**config.mk**
```make
export PLATFORM = sky130hd
export DESIGN_NAME = round_robin_thread_scheduler
export DESIGN_NICKNAME = d
export VERILOG_FILES = /design/src/rrts_pkg.sv /design/src/rrts_cfg.sv /design/src/round_robin_thread_scheduler.sv
export VERILOG_INCLUDE_DIRS = /design/src /design/src/src
export SDC_FILE = /design/constraint.sdc
export NUM_CORES = 2
export LEC_CHECK = 0
export ABC_CLOCK_PERIOD_IN_PS = 4300
export BUFFER_PORTS_ARGS = -buffer_cell sky130_fd_sc_hd__buf_2
export CORE_MARGIN = 4
export CORE_UTILIZATION = 40
export DETAILED_ROUTE_END_ITERATION = 10
export PLACE_DENSITY_LB_ADDON = 0.2
export SETUP_SLACK_MARGIN = 0.05
export SLEW_MARGIN = 20
export SYNTH_ARGS = -nofsm -noshare
export SYNTH_HDL_FRONTEND = slang
export SYNTH_SLANG_ARGS = --single-unit
```
**constraint.sdc**
```tcl
create_clock -name clk -period 4.3 [get_ports clk]
set_input_delay 0.43 -clock clk [delete_from_list [all_inputs] [get_ports clk]]
set_output_delay 0.43 -clock clk [all_outputs]
set_load 0.05 [all_outputs]
```
**src/round_robin_thread_scheduler_defines.svh**
```systemverilog
// Assertion macros for the round-robin thread scheduler.
// IMPL checks the consequent in the same cycle, NEXT in the cycle after.
`ifndef ROUND_ROBIN_THREAD_SCHEDULER_DEFINES_SVH
`define ROUND_ROBIN_THREAD_SCHEDULER_DEFINES_SVH

`ifndef SYNTH
`define RRTS_ASSERT_IMPL(lbl, clk, rst_n, ante, cons) \
	lbl: assert property (@(posedge clk) disable iff (!rst_n) (ante) |-> (cons)) \
		else $error("rrts assertion failed");
`define RRTS_ASSERT_NEXT(lbl, clk, rst_n, ante, cons) \
	lbl: assert property (@(posedge clk) disable iff (!rst_n) (ante) |=> (cons)) \
		else $error("rrts assertion failed");
`else
`define RRTS_ASSERT_IMPL(lbl, clk, rst_n, ante, cons)
`define RRTS_ASSERT_NEXT(lbl, clk, rst_n, ante, cons)
`endif

`endif

```
**src/rrts_pkg.sv**
```systemverilog
package rrts_pkg;

	// sizes
	localparam int MAX_THREADS    = 16;
	localparam int TID_W          = $clog2(MAX_THREADS);
	localparam int CNT_W          = TID_W + 1;
	localparam int NUM_PRIORITIES = 4;
	localparam int PRIO_W         = 2;
	localparam int QUANTUM_WIDTH  = 16;
	localparam int CFG_W          = 16;
	localparam int CFG_IDX_W      = 3;
	localparam int MASK_W         = 4;
	localparam int VAL_W          = 32;

	// fixed values
	localparam logic [TID_W-1:0]         ROOT_TID               = '0;
	localparam logic [VAL_W-1:0]         BOOT_QUANTA            = 32'd1;
	localparam logic [CNT_W-1:0]         BOOT_LIVE              = 5'd1;
	localparam logic [CFG_W-1:0]         QUANTUM_RESET          = 16'd100;
	localparam logic [MASK_W-1:0]        MASK_RESET             = 4'd1;

	// operation codes
	localparam logic [2:0] FUNC_TICK      = 3'd0;
	localparam logic [2:0] FUNC_SPAWN     = 3'd1;
	localparam logic [2:0] FUNC_BLOCK     = 3'd2;
	localparam logic [2:0] FUNC_RESUME    = 3'd3;
	localparam logic [2:0] FUNC_TERMINATE = 3'd4;
	localparam logic [2:0] FUNC_SET_PRIO  = 3'd5;
	localparam logic [2:0] FUNC_QUERY     = 3'd6;
	localparam logic [2:0] FUNC_UNUSED    = 3'd7;

	// status codes
	localparam logic [1:0] ST_OK   = 2'd0;
	localparam logic [1:0] ST_FAIL = 2'd1;
	localparam logic [1:0] ST_HALT = 2'd2;

	// register indexes
	localparam logic [CFG_IDX_W-1:0] CFG_QUANTUM_P0 = 3'd0;
	localparam logic [CFG_IDX_W-1:0] CFG_QUANTUM_P1 = 3'd1;
	localparam logic [CFG_IDX_W-1:0] CFG_QUANTUM_P2 = 3'd2;
	localparam logic [CFG_IDX_W-1:0] CFG_QUANTUM_P3 = 3'd3;
	localparam logic [CFG_IDX_W-1:0] CFG_PRIO_MASK  = 3'd4;

	typedef struct packed {
		logic [2:0]        func;
		logic [TID_W-1:0]  thread_id;
		logic [PRIO_W-1:0] priority_req;
	} req_t;

	typedef struct packed {
		logic [1:0]        status;
		logic [VAL_W-1:0]  value;
		logic [TID_W-1:0]  running_id;
		logic [VAL_W-1:0]  total_quantums;
		logic              switched;
	} rsp_t;

	typedef struct packed {
		logic                 valid;
		logic [CFG_IDX_W-1:0] index;
		logic [CFG_W-1:0]     data;
	} cfg_wr_t;

endpackage

```
**src/rrts_cfg.sv**
```systemverilog
module rrts_cfg (
	input  logic                                 clk,
	input  logic                                 arst_n,
	input  rrts_pkg::cfg_wr_t                    wr,
	input  logic [rrts_pkg::PRIO_W-1:0]          qprio,
	input  logic [rrts_pkg::PRIO_W-1:0]          uprio,
	output logic [rrts_pkg::QUANTUM_WIDTH-1:0]   quantum,
	output logic                                 usable
);

	logic [rrts_pkg::CFG_W-1:0]  quantum_q [rrts_pkg::NUM_PRIORITIES];
	logic [rrts_pkg::MASK_W-1:0] mask_q;

	// register writes; unknown indexes are dropped
	always_ff @(posedge clk or negedge arst_n) begin
		if (!arst_n) begin
			for (int p = 0; p < rrts_pkg::NUM_PRIORITIES; p++) begin
				quantum_q[p] <= rrts_pkg::QUANTUM_RESET;
			end
			mask_q <= rrts_pkg::MASK_RESET;
		end else if (wr.valid) begin
			unique case (wr.index)
				rrts_pkg::CFG_QUANTUM_P0: quantum_q[0] <= wr.data;
				rrts_pkg::CFG_QUANTUM_P1: quantum_q[1] <= wr.data;
				rrts_pkg::CFG_QUANTUM_P2: quantum_q[2] <= wr.data;
				rrts_pkg::CFG_QUANTUM_P3: quantum_q[3] <= wr.data;
				rrts_pkg::CFG_PRIO_MASK:  mask_q <= wr.data[rrts_pkg::MASK_W-1:0];
				default: ;
			endcase
		end
	end

	// quantum lookup and priority check
	assign quantum = quantum_q[qprio][rrts_pkg::QUANTUM_WIDTH-1:0];
	assign usable  = mask_q[uprio];

endmodule

```
**src/round_robin_thread_scheduler.sv**
```systemverilog
// Round-robin thread scheduler: one request (tick, spawn, block, resume,
// terminate, set priority, query) in, one response out. Requests are handled
// one at a time by a sequencer around two memories with registered reads
// (ready queue ids and per-thread quanta counts). A plain request passes
// through accept, execute and response, a query adds a quanta read; a thread
// switch adds the queue pop and the quanta read-modify-write, and the hand-over
// waits for a pending queue write when it follows a queue walk; block of a
// waiting thread and terminate walk the ready queue entry by entry, reading and
// checking each one. Configuration writes are always accepted (cfg_ready is
// tied high) and must only be made while the block is idle.
module round_robin_thread_scheduler (
	input  logic                              clk,
	input  logic                              arst_n,
	input  logic                              req_valid,
	output logic                              req_stall,
	input  rrts_pkg::req_t                    req,
	output logic                              rsp_valid,
	input  logic                              rsp_stall,
	output rrts_pkg::rsp_t                    rsp,
	input  logic                              cfg_valid,
	output logic                              cfg_ready,
	input  logic [rrts_pkg::CFG_IDX_W-1:0]    cfg_index,
	input  logic [rrts_pkg::CFG_W-1:0]        cfg_data
);

	`include "round_robin_thread_scheduler_defines.svh"

	localparam int TW = rrts_pkg::TID_W;
	localparam int CW = rrts_pkg::CNT_W;
	localparam int VW = rrts_pkg::VAL_W;

	localparam logic [3:0] S_IDLE  = 4'd0;
	localparam logic [3:0] S_EXEC  = 4'd1;
	localparam logic [3:0] S_POP   = 4'd2;
	localparam logic [3:0] S_SW_RD = 4'd3;
	localparam logic [3:0] S_SW_WR = 4'd4;
	localparam logic [3:0] S_WRD   = 4'd5;
	localparam logic [3:0] S_WCHK  = 4'd6;
	localparam logic [3:0] S_HAND  = 4'd7;
	localparam logic [3:0] S_QUERY = 4'd8;
	localparam logic [3:0] S_OUT   = 4'd9;

	logic [3:0]                         state_q;
	logic [2:0]                         func_q;
	logic [TW-1:0]                      tid_q;
	logic [rrts_pkg::PRIO_W-1:0]        prio_q;
	logic [rrts_pkg::MAX_THREADS-1:0]   valid_q;
	logic [rrts_pkg::MAX_THREADS-1:0]   blocked_q;
	logic [rrts_pkg::PRIO_W-1:0]        prio_tab_q [rrts_pkg::MAX_THREADS];
	logic [TW-1:0]                      head_q;
	logic [CW-1:0]                      count_q;
	logic [TW-1:0]                      cur_q;
	logic [rrts_pkg::QUANTUM_WIDTH-1:0] ticks_q;
	logic [VW-1:0]                      total_q;
	logic [CW-1:0]                      live_q;
	logic                               stopped_q;
	logic [TW-1:0]                      next_q;
	logic                               push_cur_q;
	logic                               hand_after_q;
	logic [CW-1:0]                      walk_i_q;
	logic [CW-1:0]                      walk_n_q;
	logic [1:0]                         status_q;
	logic [VW-1:0]                      value_q;
	logic                               switched_q;

	// memory write requests, registered and applied in the cycle after they are issued
	logic                               ready_we_q;
	logic [TW-1:0]                      ready_waddr_q;
	logic [TW-1:0]                      ready_wdata_q;
	logic                               quanta_we_q;
	logic [TW-1:0]                      quanta_waddr_q;
	logic [VW-1:0]                      quanta_wdata_q;
	logic [rrts_pkg::MAX_THREADS-1:0]   quanta_written_q;
	logic                               quanta_hit_q;
	logic                               quanta_zero_q;

	logic [TW-1:0] ready_mem [rrts_pkg::MAX_THREADS];
	logic [VW-1:0] quanta_mem [rrts_pkg::MAX_THREADS];
	logic [TW-1:0] ready_rd_q;
	logic [VW-1:0] quanta_raw_q;

	logic [TW-1:0]                      ready_raddr;
	logic [TW-1:0]                      quanta_raddr;
	logic [VW-1:0]                      quanta_rd;
	logic [TW-1:0]                      prio_raddr;
	logic [rrts_pkg::QUANTUM_WIDTH-1:0] quantum;
	logic                               usable;
	logic [TW-1:0]                      free_id;
	logic                               free_found;
	logic [TW-1:0]                      tail;
	logic                               keep;
	rrts_pkg::cfg_wr_t                  cfg_wr;

	// configuration registers
	assign cfg_ready    = 1'b1;
	assign cfg_wr.valid = cfg_valid;
	assign cfg_wr.index = cfg_index;
	assign cfg_wr.data  = cfg_data;

	rrts_cfg u_cfg (
		.clk     (clk),
		.arst_n  (arst_n),
		.wr      (cfg_wr),
		.qprio   (prio_tab_q[prio_raddr]),
		.uprio   (prio_q),
		.quantum (quantum),
		.usable  (usable)
	);

	// read addresses of the memories and the priority table
	assign ready_raddr  = (state_q == S_WRD) ? head_q + walk_i_q[TW-1:0] : head_q;
	assign quanta_raddr = (state_q == S_SW_RD) ? next_q : tid_q;
	assign prio_raddr   = (state_q == S_SW_RD) ? next_q : cur_q;
	assign tail         = head_q + count_q[TW-1:0];
	assign keep         = ready_rd_q != tid_q;

	// unwritten quanta entries read as their reset value
	assign quanta_rd = quanta_hit_q ? quanta_raw_q :
		(quanta_zero_q ? rrts_pkg::BOOT_QUANTA : '0);

	// lowest free slot
	always_comb begin
		free_id = '0;
		for (int i = rrts_pkg::MAX_THREADS - 1; i >= 0; i--) begin
			if (!valid_q[i]) begin
				free_id = TW'(i);
			end
		end
	end
	assign free_found = ~&valid_q;

	// memories
	always_ff @(posedge clk) begin
		if (ready_we_q) begin
			ready_mem[ready_waddr_q] <= ready_wdata_q;
		end
		ready_rd_q <= ready_mem[ready_raddr];
	end

	always_ff @(posedge clk) begin
		if (quanta_we_q) begin
			quanta_mem[quanta_waddr_q] <= quanta_wdata_q;
		end
		quanta_raw_q <= quanta_mem[quanta_raddr];
	end

	// sequencer
	always_ff @(posedge clk or negedge arst_n) begin
		if (!arst_n) begin
			state_q          <= S_IDLE;
			func_q           <= rrts_pkg::FUNC_TICK;
			tid_q            <= '0;
			prio_q           <= '0;
			valid_q          <= '0;
			valid_q[rrts_pkg::ROOT_TID] <= 1'b1;
			blocked_q        <= '0;
			for (int i = 0; i < rrts_pkg::MAX_THREADS; i++) begin
				prio_tab_q[i] <= '0;
			end
			head_q           <= '0;
			count_q          <= '0;
			cur_q            <= rrts_pkg::ROOT_TID;
			ticks_q          <= rrts_pkg::QUANTUM_RESET[rrts_pkg::QUANTUM_WIDTH-1:0];
			total_q          <= rrts_pkg::BOOT_QUANTA;
			live_q           <= rrts_pkg::BOOT_LIVE;
			stopped_q        <= 1'b0;
			next_q           <= '0;
			push_cur_q       <= 1'b0;
			hand_after_q     <= 1'b0;
			walk_i_q         <= '0;
			walk_n_q         <= '0;
			status_q         <= rrts_pkg::ST_OK;
			value_q          <= '0;
			switched_q       <= 1'b0;
			ready_we_q       <= 1'b0;
			ready_waddr_q    <= '0;
			ready_wdata_q    <= '0;
			quanta_we_q      <= 1'b0;
			quanta_waddr_q   <= '0;
			quanta_wdata_q   <= '0;
			quanta_written_q <= '0;
			quanta_hit_q     <= 1'b0;
			quanta_zero_q    <= 1'b0;
		end else begin
			ready_we_q    <= 1'b0;
			quanta_we_q   <= 1'b0;
			quanta_hit_q  <= quanta_written_q[quanta_raddr];
			quanta_zero_q <= quanta_raddr == rrts_pkg::ROOT_TID;
			if (quanta_we_q) begin
				quanta_written_q[quanta_waddr_q] <= 1'b1;
			end
			unique case (state_q)
				S_IDLE: begin
					if (req_valid) begin
						func_q  <= req.func;
						tid_q   <= req.thread_id;
						prio_q  <= req.priority_req;
						state_q <= S_EXEC;
					end
				end
				S_EXEC: begin
					status_q   <= rrts_pkg::ST_FAIL;
					value_q    <= '0;
					switched_q <= 1'b0;
					state_q    <= S_OUT;
					if (stopped_q) begin
						status_q <= rrts_pkg::ST_HALT;
					end else begin
						unique case (func_q)
							rrts_pkg::FUNC_TICK: begin
								status_q <= rrts_pkg::ST_OK;
								if (ticks_q > 1) begin
									ticks_q <= ticks_q - 1'b1;
								end else if (count_q == '0) begin
									ticks_q <= quantum;
								end else begin
									push_cur_q <= 1'b1;
									state_q    <= S_POP;
								end
							end
							rrts_pkg::FUNC_SPAWN: begin
								if (live_q < CW'(rrts_pkg::MAX_THREADS) && usable
									&& free_found) begin
									valid_q[free_id]    <= 1'b1;
									blocked_q[free_id]  <= 1'b0;
									prio_tab_q[free_id] <= prio_q;
									quanta_we_q         <= 1'b1;
									quanta_waddr_q      <= free_id;
									quanta_wdata_q      <= '0;
									live_q              <= live_q + 1'b1;
									ready_we_q          <= 1'b1;
									ready_waddr_q       <= tail;
									ready_wdata_q       <= free_id;
									count_q             <= count_q + 1'b1;
									status_q            <= rrts_pkg::ST_OK;
									value_q             <= VW'(free_id);
								end
							end
							rrts_pkg::FUNC_BLOCK: begin
								if (valid_q[tid_q] && tid_q != rrts_pkg::ROOT_TID) begin
									status_q <= rrts_pkg::ST_OK;
									if (!blocked_q[tid_q]) begin
										blocked_q[tid_q] <= 1'b1;
										walk_i_q         <= '0;
										walk_n_q         <= '0;
										hand_after_q     <= 1'b0;
										if (tid_q == cur_q) begin
											state_q <= S_HAND;
										end else if (count_q != '0) begin
											state_q <= S_WRD;
										end
									end
								end
							end
							rrts_pkg::FUNC_RESUME: begin
								if (valid_q[tid_q]) begin
									status_q <= rrts_pkg::ST_OK;
									if (blocked_q[tid_q]) begin
										blocked_q[tid_q] <= 1'b0;
										ready_we_q       <= 1'b1;
										ready_waddr_q    <= tail;
										ready_wdata_q    <= tid_q;
										count_q          <= count_q + 1'b1;
									end
								end
							end
							rrts_pkg::FUNC_TERMINATE: begin
								if (valid_q[tid_q]) begin
									if (tid_q == rrts_pkg::ROOT_TID) begin
										stopped_q <= 1'b1;
										status_q  <= rrts_pkg::ST_HALT;
									end else begin
										status_q          <= rrts_pkg::ST_OK;
										valid_q[tid_q]    <= 1'b0;
										blocked_q[tid_q]  <= 1'b0;
										prio_tab_q[tid_q] <= '0;
										quanta_we_q       <= 1'b1;
										quanta_waddr_q    <= tid_q;
										quanta_wdata_q    <= '0;
										live_q            <= live_q - 1'b1;
										walk_i_q          <= '0;
										walk_n_q          <= '0;
										hand_after_q      <= tid_q == cur_q;
										if (count_q != '0) begin
											state_q <= S_WRD;
										end else if (tid_q == cur_q) begin
											state_q <= S_HAND;
										end
									end
								end
							end
							rrts_pkg::FUNC_SET_PRIO: begin
								if (valid_q[tid_q] && usable) begin
									prio_tab_q[tid_q] <= prio_q;
									status_q          <= rrts_pkg::ST_OK;
								end
							end
							rrts_pkg::FUNC_QUERY: begin
								if (valid_q[tid_q]) begin
									status_q <= rrts_pkg::ST_OK;
									state_q  <= S_QUERY;
								end
							end
							default: ;
						endcase
					end
				end
				// running thread leaves: pop the head, or fall back to thread 0;
				// a pending queue write from the walk lands before the head is read
				S_HAND: begin
					if (count_q == '0) begin
						next_q  <= rrts_pkg::ROOT_TID;
						state_q <= S_SW_RD;
					end else if (!ready_we_q) begin
						state_q <= S_POP;
					end
				end
				// head id arrives; on quantum expiry the running thread goes to the back
				S_POP: begin
					next_q     <= ready_rd_q;
					head_q     <= head_q + 1'b1;
					push_cur_q <= 1'b0;
					if (push_cur_q) begin
						ready_we_q    <= 1'b1;
						ready_waddr_q <= tail;
						ready_wdata_q <= cur_q;
					end else begin
						count_q <= count_q - 1'b1;
					end
					state_q <= S_SW_RD;
				end
				// switch: new thread runs, quanta read issued
				S_SW_RD: begin
					cur_q      <= next_q;
					total_q    <= total_q + 1'b1;
					switched_q <= 1'b1;
					ticks_q    <= quantum;
					state_q    <= S_SW_WR;
				end
				S_SW_WR: begin
					quanta_we_q    <= 1'b1;
					quanta_waddr_q <= cur_q;
					quanta_wdata_q <= quanta_rd + 1'b1;
					state_q        <= S_OUT;
				end
				// queue compaction: read entry i
				S_WRD: begin
					state_q <= S_WCHK;
				end
				// keep entries other than the target, packed toward the head
				S_WCHK: begin
					if (keep) begin
						ready_we_q    <= 1'b1;
						ready_waddr_q <= head_q + walk_n_q[TW-1:0];
						ready_wdata_q <= ready_rd_q;
						walk_n_q      <= walk_n_q + 1'b1;
					end
					walk_i_q <= walk_i_q + 1'b1;
					if (walk_i_q + 1'b1 == count_q) begin
						count_q <= walk_n_q + CW'(keep);
						state_q <= hand_after_q ? S_HAND : S_OUT;
					end else begin
						state_q <= S_WRD;
					end
				end
				S_QUERY: begin
					value_q <= quanta_rd;
					state_q <= S_OUT;
				end
				S_OUT: begin
					if (!rsp_stall) begin
						state_q <= S_IDLE;
					end
				end
				default: state_q <= S_IDLE;
			endcase
		end
	end

	// handshake and response
	assign req_stall          = state_q != S_IDLE;
	assign rsp_valid          = state_q == S_OUT;
	assign rsp.status         = status_q;
	assign rsp.value          = value_q;
	assign rsp.running_id     = cur_q;
	assign rsp.total_quantums = total_q;
	assign rsp.switched       = switched_q;

	// checks
	`RRTS_ASSERT_NEXT(a_halt_sticky, clk, arst_n, stopped_q, stopped_q)
	`RRTS_ASSERT_IMPL(a_main_alive, clk, arst_n, 1'b1, valid_q[0] && !blocked_q[0])
	`RRTS_ASSERT_IMPL(a_queue_fits, clk, arst_n, state_q == S_IDLE, count_q < live_q)
	`RRTS_ASSERT_NEXT(a_accept_exec, clk, arst_n, req_valid && !req_stall, state_q == S_EXEC)

endmodule

```
; After elaboration in Yosys (flattened, before gate mapping)
; Memories as Yosys holds them, arrays and structs flattened. A register that Yosys moved wholly into a read port is not among the register bits.
; Index checks and enable logic that the tools add are counted.
[totals]
reg_bits = 327
ramBits = 576
mem_count = 2
[classes]
add_sub_neg = 14
n_lt_le_gt_ge = 16
eq_ne = 53
muxes = 183
bitwise_logic = 15
reduce_logical = 52
[mem_list]
columns = name, depth, word_bits, rd, rd_ports_with_merged_regs, write_ports, line
row1 = quanta_mem, 16, 32, 1, 1, 1, round_robin_thread_scheduler.sv:78  ; logic [VW-1:0] quanta_mem [rrts_pkg::MAX_THREADS];
row2 = ready_mem, 16, 4, 1, 1, 1, round_robin_thread_scheduler.sv:77  ; logic [TW-1:0] ready_mem [rrts_pkg::MAX_THREADS];
[op_table]
columns = operator, count
row1 = $mux 32, 9
row2 = $mux 16, 16
row3 = $mux 4, 55
row4 = $pmux 32 s2, 3
row5 = $pmux 32 s3, 1
row6 = $mux 5, 15
row7 = $add 32x1->32 const B, 2
row8 = $bwmux 32, 2
row9 = $pmux 16 s2, 2
row10 = $pmux 16 s4, 1
row11 = $pmux 5 s2, 5
row12 = $and 16x16->16, 3
row13 = $or 16x16->16, 3
row14 = $pmux 4 s2, 5
row15 = $mux 1, 38
row16 = $ne 2x2->1 const B, 18
row17 = $pmux 4 s9, 1
row18 = $and 32x32->32, 1
row19 = $bmux 16 s2, 1
row20 = $not 16->16, 2
row21 = $not 32->32, 1
row22 = $ne 3x3->1 const B, 9
row23 = $pmux 4 s3, 2
row24 = $reduce_and 8->1, 3
row25 = other kinds (58), 135

; Longest topological paths before layout
[depth]
word_depth = 24
depth_mapped = 14

; By module
; Synthesis repeated with hierarchy kept, for this count alone.
[unflattened]
cells_unflattened = 3264
area_unflattened_um2 = 40956.8
[by_module_without_submodules]
columns = module, instances, cells_per_inst, area_each_um2
row1 = round_robin_thread_scheduler, 1, 3096, 37920.1
row2 = rrts_cfg, 1, 168, 3036.7

; Least setup slack after synthesis
; Ideal clock, no wire load.
[synth_path]
path_kind = reg2reg
from = reg quanta_waddr_q[3]
to = mem quanta_mem[0][0] (netlist name) (enable)
setup_time_ns = 0.462
t_arrival_ns = 3.138
slack_ns = 0.700
stages_incl_launch_ff = 3
path_buffers = 0
synth_period_minus_slack_ns = 3.600
path_cell_list = dfrtp_1 > or3b_2 > nor3_1
[synth_rtl]
columns = element, line
row1 = "start, declared", round_robin_thread_scheduler.sv:71  ; logic [TW-1:0] quanta_waddr_q;
row2 = "start signal, assigned", round_robin_thread_scheduler.sv:228  ; quanta_waddr_q <= free_id;
row3 = "start signal, assigned", round_robin_thread_scheduler.sv:278  ; quanta_waddr_q <= tid_q;
row4 = "start signal, assigned", round_robin_thread_scheduler.sv:342  ; quanta_waddr_q <= cur_q;
row5 = "end, declared", round_robin_thread_scheduler.sv:78
; No word-level cell before the write port.

; Final worst setup path
[layout_path]
from = reg tid_q[1]
to = reg quanta_wdata_q[7]
[layout_between]
elab_chain_cells = 4
word_cells_on_any_way = 6
classes_between = eq/ne (2) / mux (2) / reduce/logical (2)
[layout_rtl]
columns = element, line
row1 = "start, declared", round_robin_thread_scheduler.sv:45  ; logic [TW-1:0] tid_q;
row2 = "start signal, assigned", round_robin_thread_scheduler.sv:196  ; tid_q <= req.thread_id;
row3 = $bmux 1 s4, round_robin_thread_scheduler.sv:268  ; if (valid_q[tid_q]) begin
row4 = $mux 1 (implied by the code), round_robin_thread_scheduler.sv:268
row5 = $ne 3x3->1 (no line), --
row6 = $reduce_and 6->1 (no line) *, --
row7 = "end signal, assigned", round_robin_thread_scheduler.sv:343  ; quanta_wdata_q <= quanta_rd + 1'b1;
row8 = "end, declared", round_robin_thread_scheduler.sv:72  ; logic [VW-1:0] quanta_wdata_q;
; Every way passes the cells marked *; elsewhere a longest branch is shown, timed or not. The select of a mux whose other input is x is not followed.
; A chain may end at the register's enable or synchronous reset.

==> results.toml <==
[status]
status = "finished clean"

[floorplan]
coreArea_mm2 = 0.101
die-area_mm2 = 0.107
num_rows = 116
die_h_um = 327
start_util_pct = 40.5
num_io_pins = 107
dieWidth_um = 327

[synthesis]
syn_avg_cell_area_um2 = 12.8
syn_inst = 3178
synth-edff-count = 576
synth_top_area_share_pct = 42.5
async_reset_ff_share_pct = 34.8
netlist-cell-type-count = 84
ys_seq_area_share_pct = 64.4
synth-simple-area-share_pct = 9.96
syn_nets = 3236
synth_top_family_by_area = "compound AO/OA/AOI/OAI gates"
netlist_area_mm2 = 0.0407
synth_warnings = 0
synthMuxAreaShare_pct = 7.98
synth_top_area_cell = "edfxtp_1"
ys.flop_type = "edfxtp_1"
synth_xor_area_share_pct = 2.17
synth_fa_ha_area_share_pct = 0.842
synth_compound_area_share_pct = 12.3
yosys-top-cells-area = "edfxtp_1 (42%), dfrtp_1 (19%), nand2_1 (3.3%)"
ys_ff_latch = 939

[grt]
grt_max_degree = 87
grt_pass1_vias = 26200
antenna_found_initial = 1
gr-total-overflow = 0
grt_pass1_wl_um = 166000
track_usage_pct = 20.1

[timing]
worst_pin_slew_ps = 1080
rsz0062_at_grt = "false"
max_freq_mhz = 274
slew_headroom_pct = 28.0
setup_violations = 0
skew_ps = 33.4
period_share_pct = 84.9
setup_tns_ps = 0
slew_viol_final = 0
hold_viol_final = 0
finalCriticalPeriod_ps = 3650

[final_layout]
diodes = 0
instances_no_fill = 4746
nets = 3357
syn2layout_area_growth_pct = 14.9
drive_gt1_share_pct = 17.1

[cts]
cts.sinks = 939
post_cts.repair.setup_buffers = 0
clock_latency_ps = 680
tritoncts = "done"
cts.clk_slew.worst_paths_ps = 70
htreeDepth = 3
cts_resized = 0
clockRootBuffer = "clkbuf_16"
clk_path_buf_depth = 3
cts_made_buffers = 102

[route]
dr_total_vias = 26800
wl_met2_um = 50000
drt-initial-drc-count = 2958
dr.max_layer_used = "met4"
routed_wl_um = 109000
drtAntennaViolNets = 0
wl_met3_um = 6840
wl_per_cell_um = 22.9
viasPerCell = 5.64
dr.pass1.iters = 5
met1_length_um = 49300
drc = 0

[power_and_ir_drop]
p_leak_nw = 18.2
power_density_mw_per_mm2 = 618
ir_worst_vdd_mv = 0.420

[worst_setup_path]
worstPathArrival_ps = 4210
path_max_fanout = 28
worstSetupPathType = "reg2reg"
startpoint_type = "flip-flop"
critical_path.endpoint_type = "flip-flop"
required_ps = 4860

[worst_hold_path]
hold_path.class = "in2reg"

[placed_design]
routabilityCongestion = 0.875
port_buffers = 105
dpl.cell_count = 4539
hpwl_um = 66900

[flow_run]
maxCapViolCount = 0
[routing by layer]
metal	GRT usage (%)	up-vias
met4	5.21	0
met5	0	-
met2	31.6	827
met3	3.70	160
li1	-	12200
met1	29.0	13600
[timing repair]
action                     in CTS  in global routing
setup endpoints to repair       0                  0
hold buffers                   12                  0
hold endpoints to repair       85                  0
[power breakdown]
group          switching, W  total [W]  internal, W
Clock               0.00362    0.00897      0.00535
Sequential          0.00127     0.0119       0.0106
Combinational       0.00520    0.00808      0.00288
Total                0.0101     0.0289       0.0188
[cell usage after synthesis, types with 11 or more instances]
cell type	n
a211oi_1	106
a21oi_1	134
a22o_1	31
a311oi_1	56
a31oi_1	90
and2_0	16
and2_1	82
and3_1	20
buf_2	36
clkbuf_1	141
dfrtp_1	308
dfstp_2	19
dfxtp_1	36
edfxtp_1	576
ha_1	21
inv_1	41
mux2_2	92
mux2i_1	99
mux4_2	52
nand2_1	360
nand2b_1	17
nand3_1	91
nand4_1	22
nor2_1	151
nor2b_1	16
nor3_1	37
o211ai_1	15
o21ai_0	188
o22a_1	12
o22ai_1	34
o32a_1	11
or2_2	20
xnor2_1	60
xor2_1	41
[final timing paths]
kind	slack (ps)	startpoint	end	cells past startpoint
worst max register to register	650	tid_q[1]	quanta_wdata_q[7]	9
worst min register to register	460	quanta_written_q[14]	quanta_written_q[14]	1
worst min-delay path	40	cfg_data[15]	u_cfg.quantum_q[15]	2
min in group asynchronous	380	arst_n	u_cfg.quantum_q[31]	2
max in group asynchronous	2910	arst_n	walk_i_q[2]	3
worst max-delay path	650	tid_q[1]	quanta_wdata_q[7]	9
[registers in the layout, indices dropped and copies added (netlist names), 5 cells and up, named ones only]
| name | count |
|---|---|
| ready_mem | 64 |
| walk_i_q | 5 |
| count_q | 5 |
| ticks_q | 16 |
| value_q | 32 |
| valid_q | 16 |
| quanta_wdata_q | 32 |
| quanta_raw_q | 32 |
| total_q | 32 |
| quanta_written_q | 16 |
| quanta_mem | 512 |
| u_cfg.quantum_q | 64 |
| walk_n_q | 5 |
| live_q | 5 |
| blocked_q | 16 |
[final cells by class]
cell class	instances	area, um^2
fillers	8976	53800
clock inverters	39	484
repair buffers	207	1530
inverters	44	165
clock buffers	155	2990
multi-input cells	2005	13700
flip-flops and latches	939	26200
well taps	1357	1700
[cells in the final DEF, fill, tap and decap left out, types with 34 or more instances in the layout]
cell type  netlist  layout
o21ai_0        188     187
inv_1           41      41
buf_4            7      75
nand3_1         91      91
xor2_1          41      41
dfrtp_1        308     308
nor2_1         151     137
mux2i_1         99      98
dfxtp_1         36      36
a311oi_1        56      56
a211oi_1       106     106
a21oi_1        134     133
buf_2           36     104
o22ai_1         34      34
a31oi_1         90      90
nand2_1        360     359
and2_1          82      80
mux2_2          92      92
edfxtp_1       576     576
clkbuf_16        0     104
mux4_2          52      52
xnor2_1         60      60
[metrics by stage]
| step | total power, W | worst slack [ps] | cell area [um^2] | util (%) | hold slack [ps] |
|---|---|---|---|---|---|
| after floorplan | 0.0171 | 700 | 40700 | - | 134 |
| after global placement | 0.0201 | 814 | 43200 | 42.9 | 443 |
| after detailed placement | 0.0201 | 687 | 43200 | 42.9 | 445 |
| after CTS | 0.0291 | 659 | 46800 | 46.5 | 0.478 |
| after global routing | 0.0303 | 385 | 46800 | 46.5 | 16.0 |
| final | 0.0289 | 649 | 46800 | 46.5 | 44.7 |
[logic make-up after synthesis]
| family | count (synthesis) |
|---|---|
| adder cells (fa/ha/maj) | 25 |
| multiplexers | 246 |
| XOR/XNOR | 101 |
| other | 1 |
| buffers and inverters | 234 |
| flip-flops | 939 |
| AO/OA/AOI/OAI | 762 |
| AND/OR/NAND/NOR | 870 |
[critical path: stages, from the launching register on]
cell and delay, ps:
dfrtp_1 670, mux4_2 580, mux4_2 570, and2b_4 230, nand2_1 60, o21ai_0 90
nand2_1 730, buf_4 370, nand3_1 100, o21ai_0 120
Power figures use the tool's default switching activity.
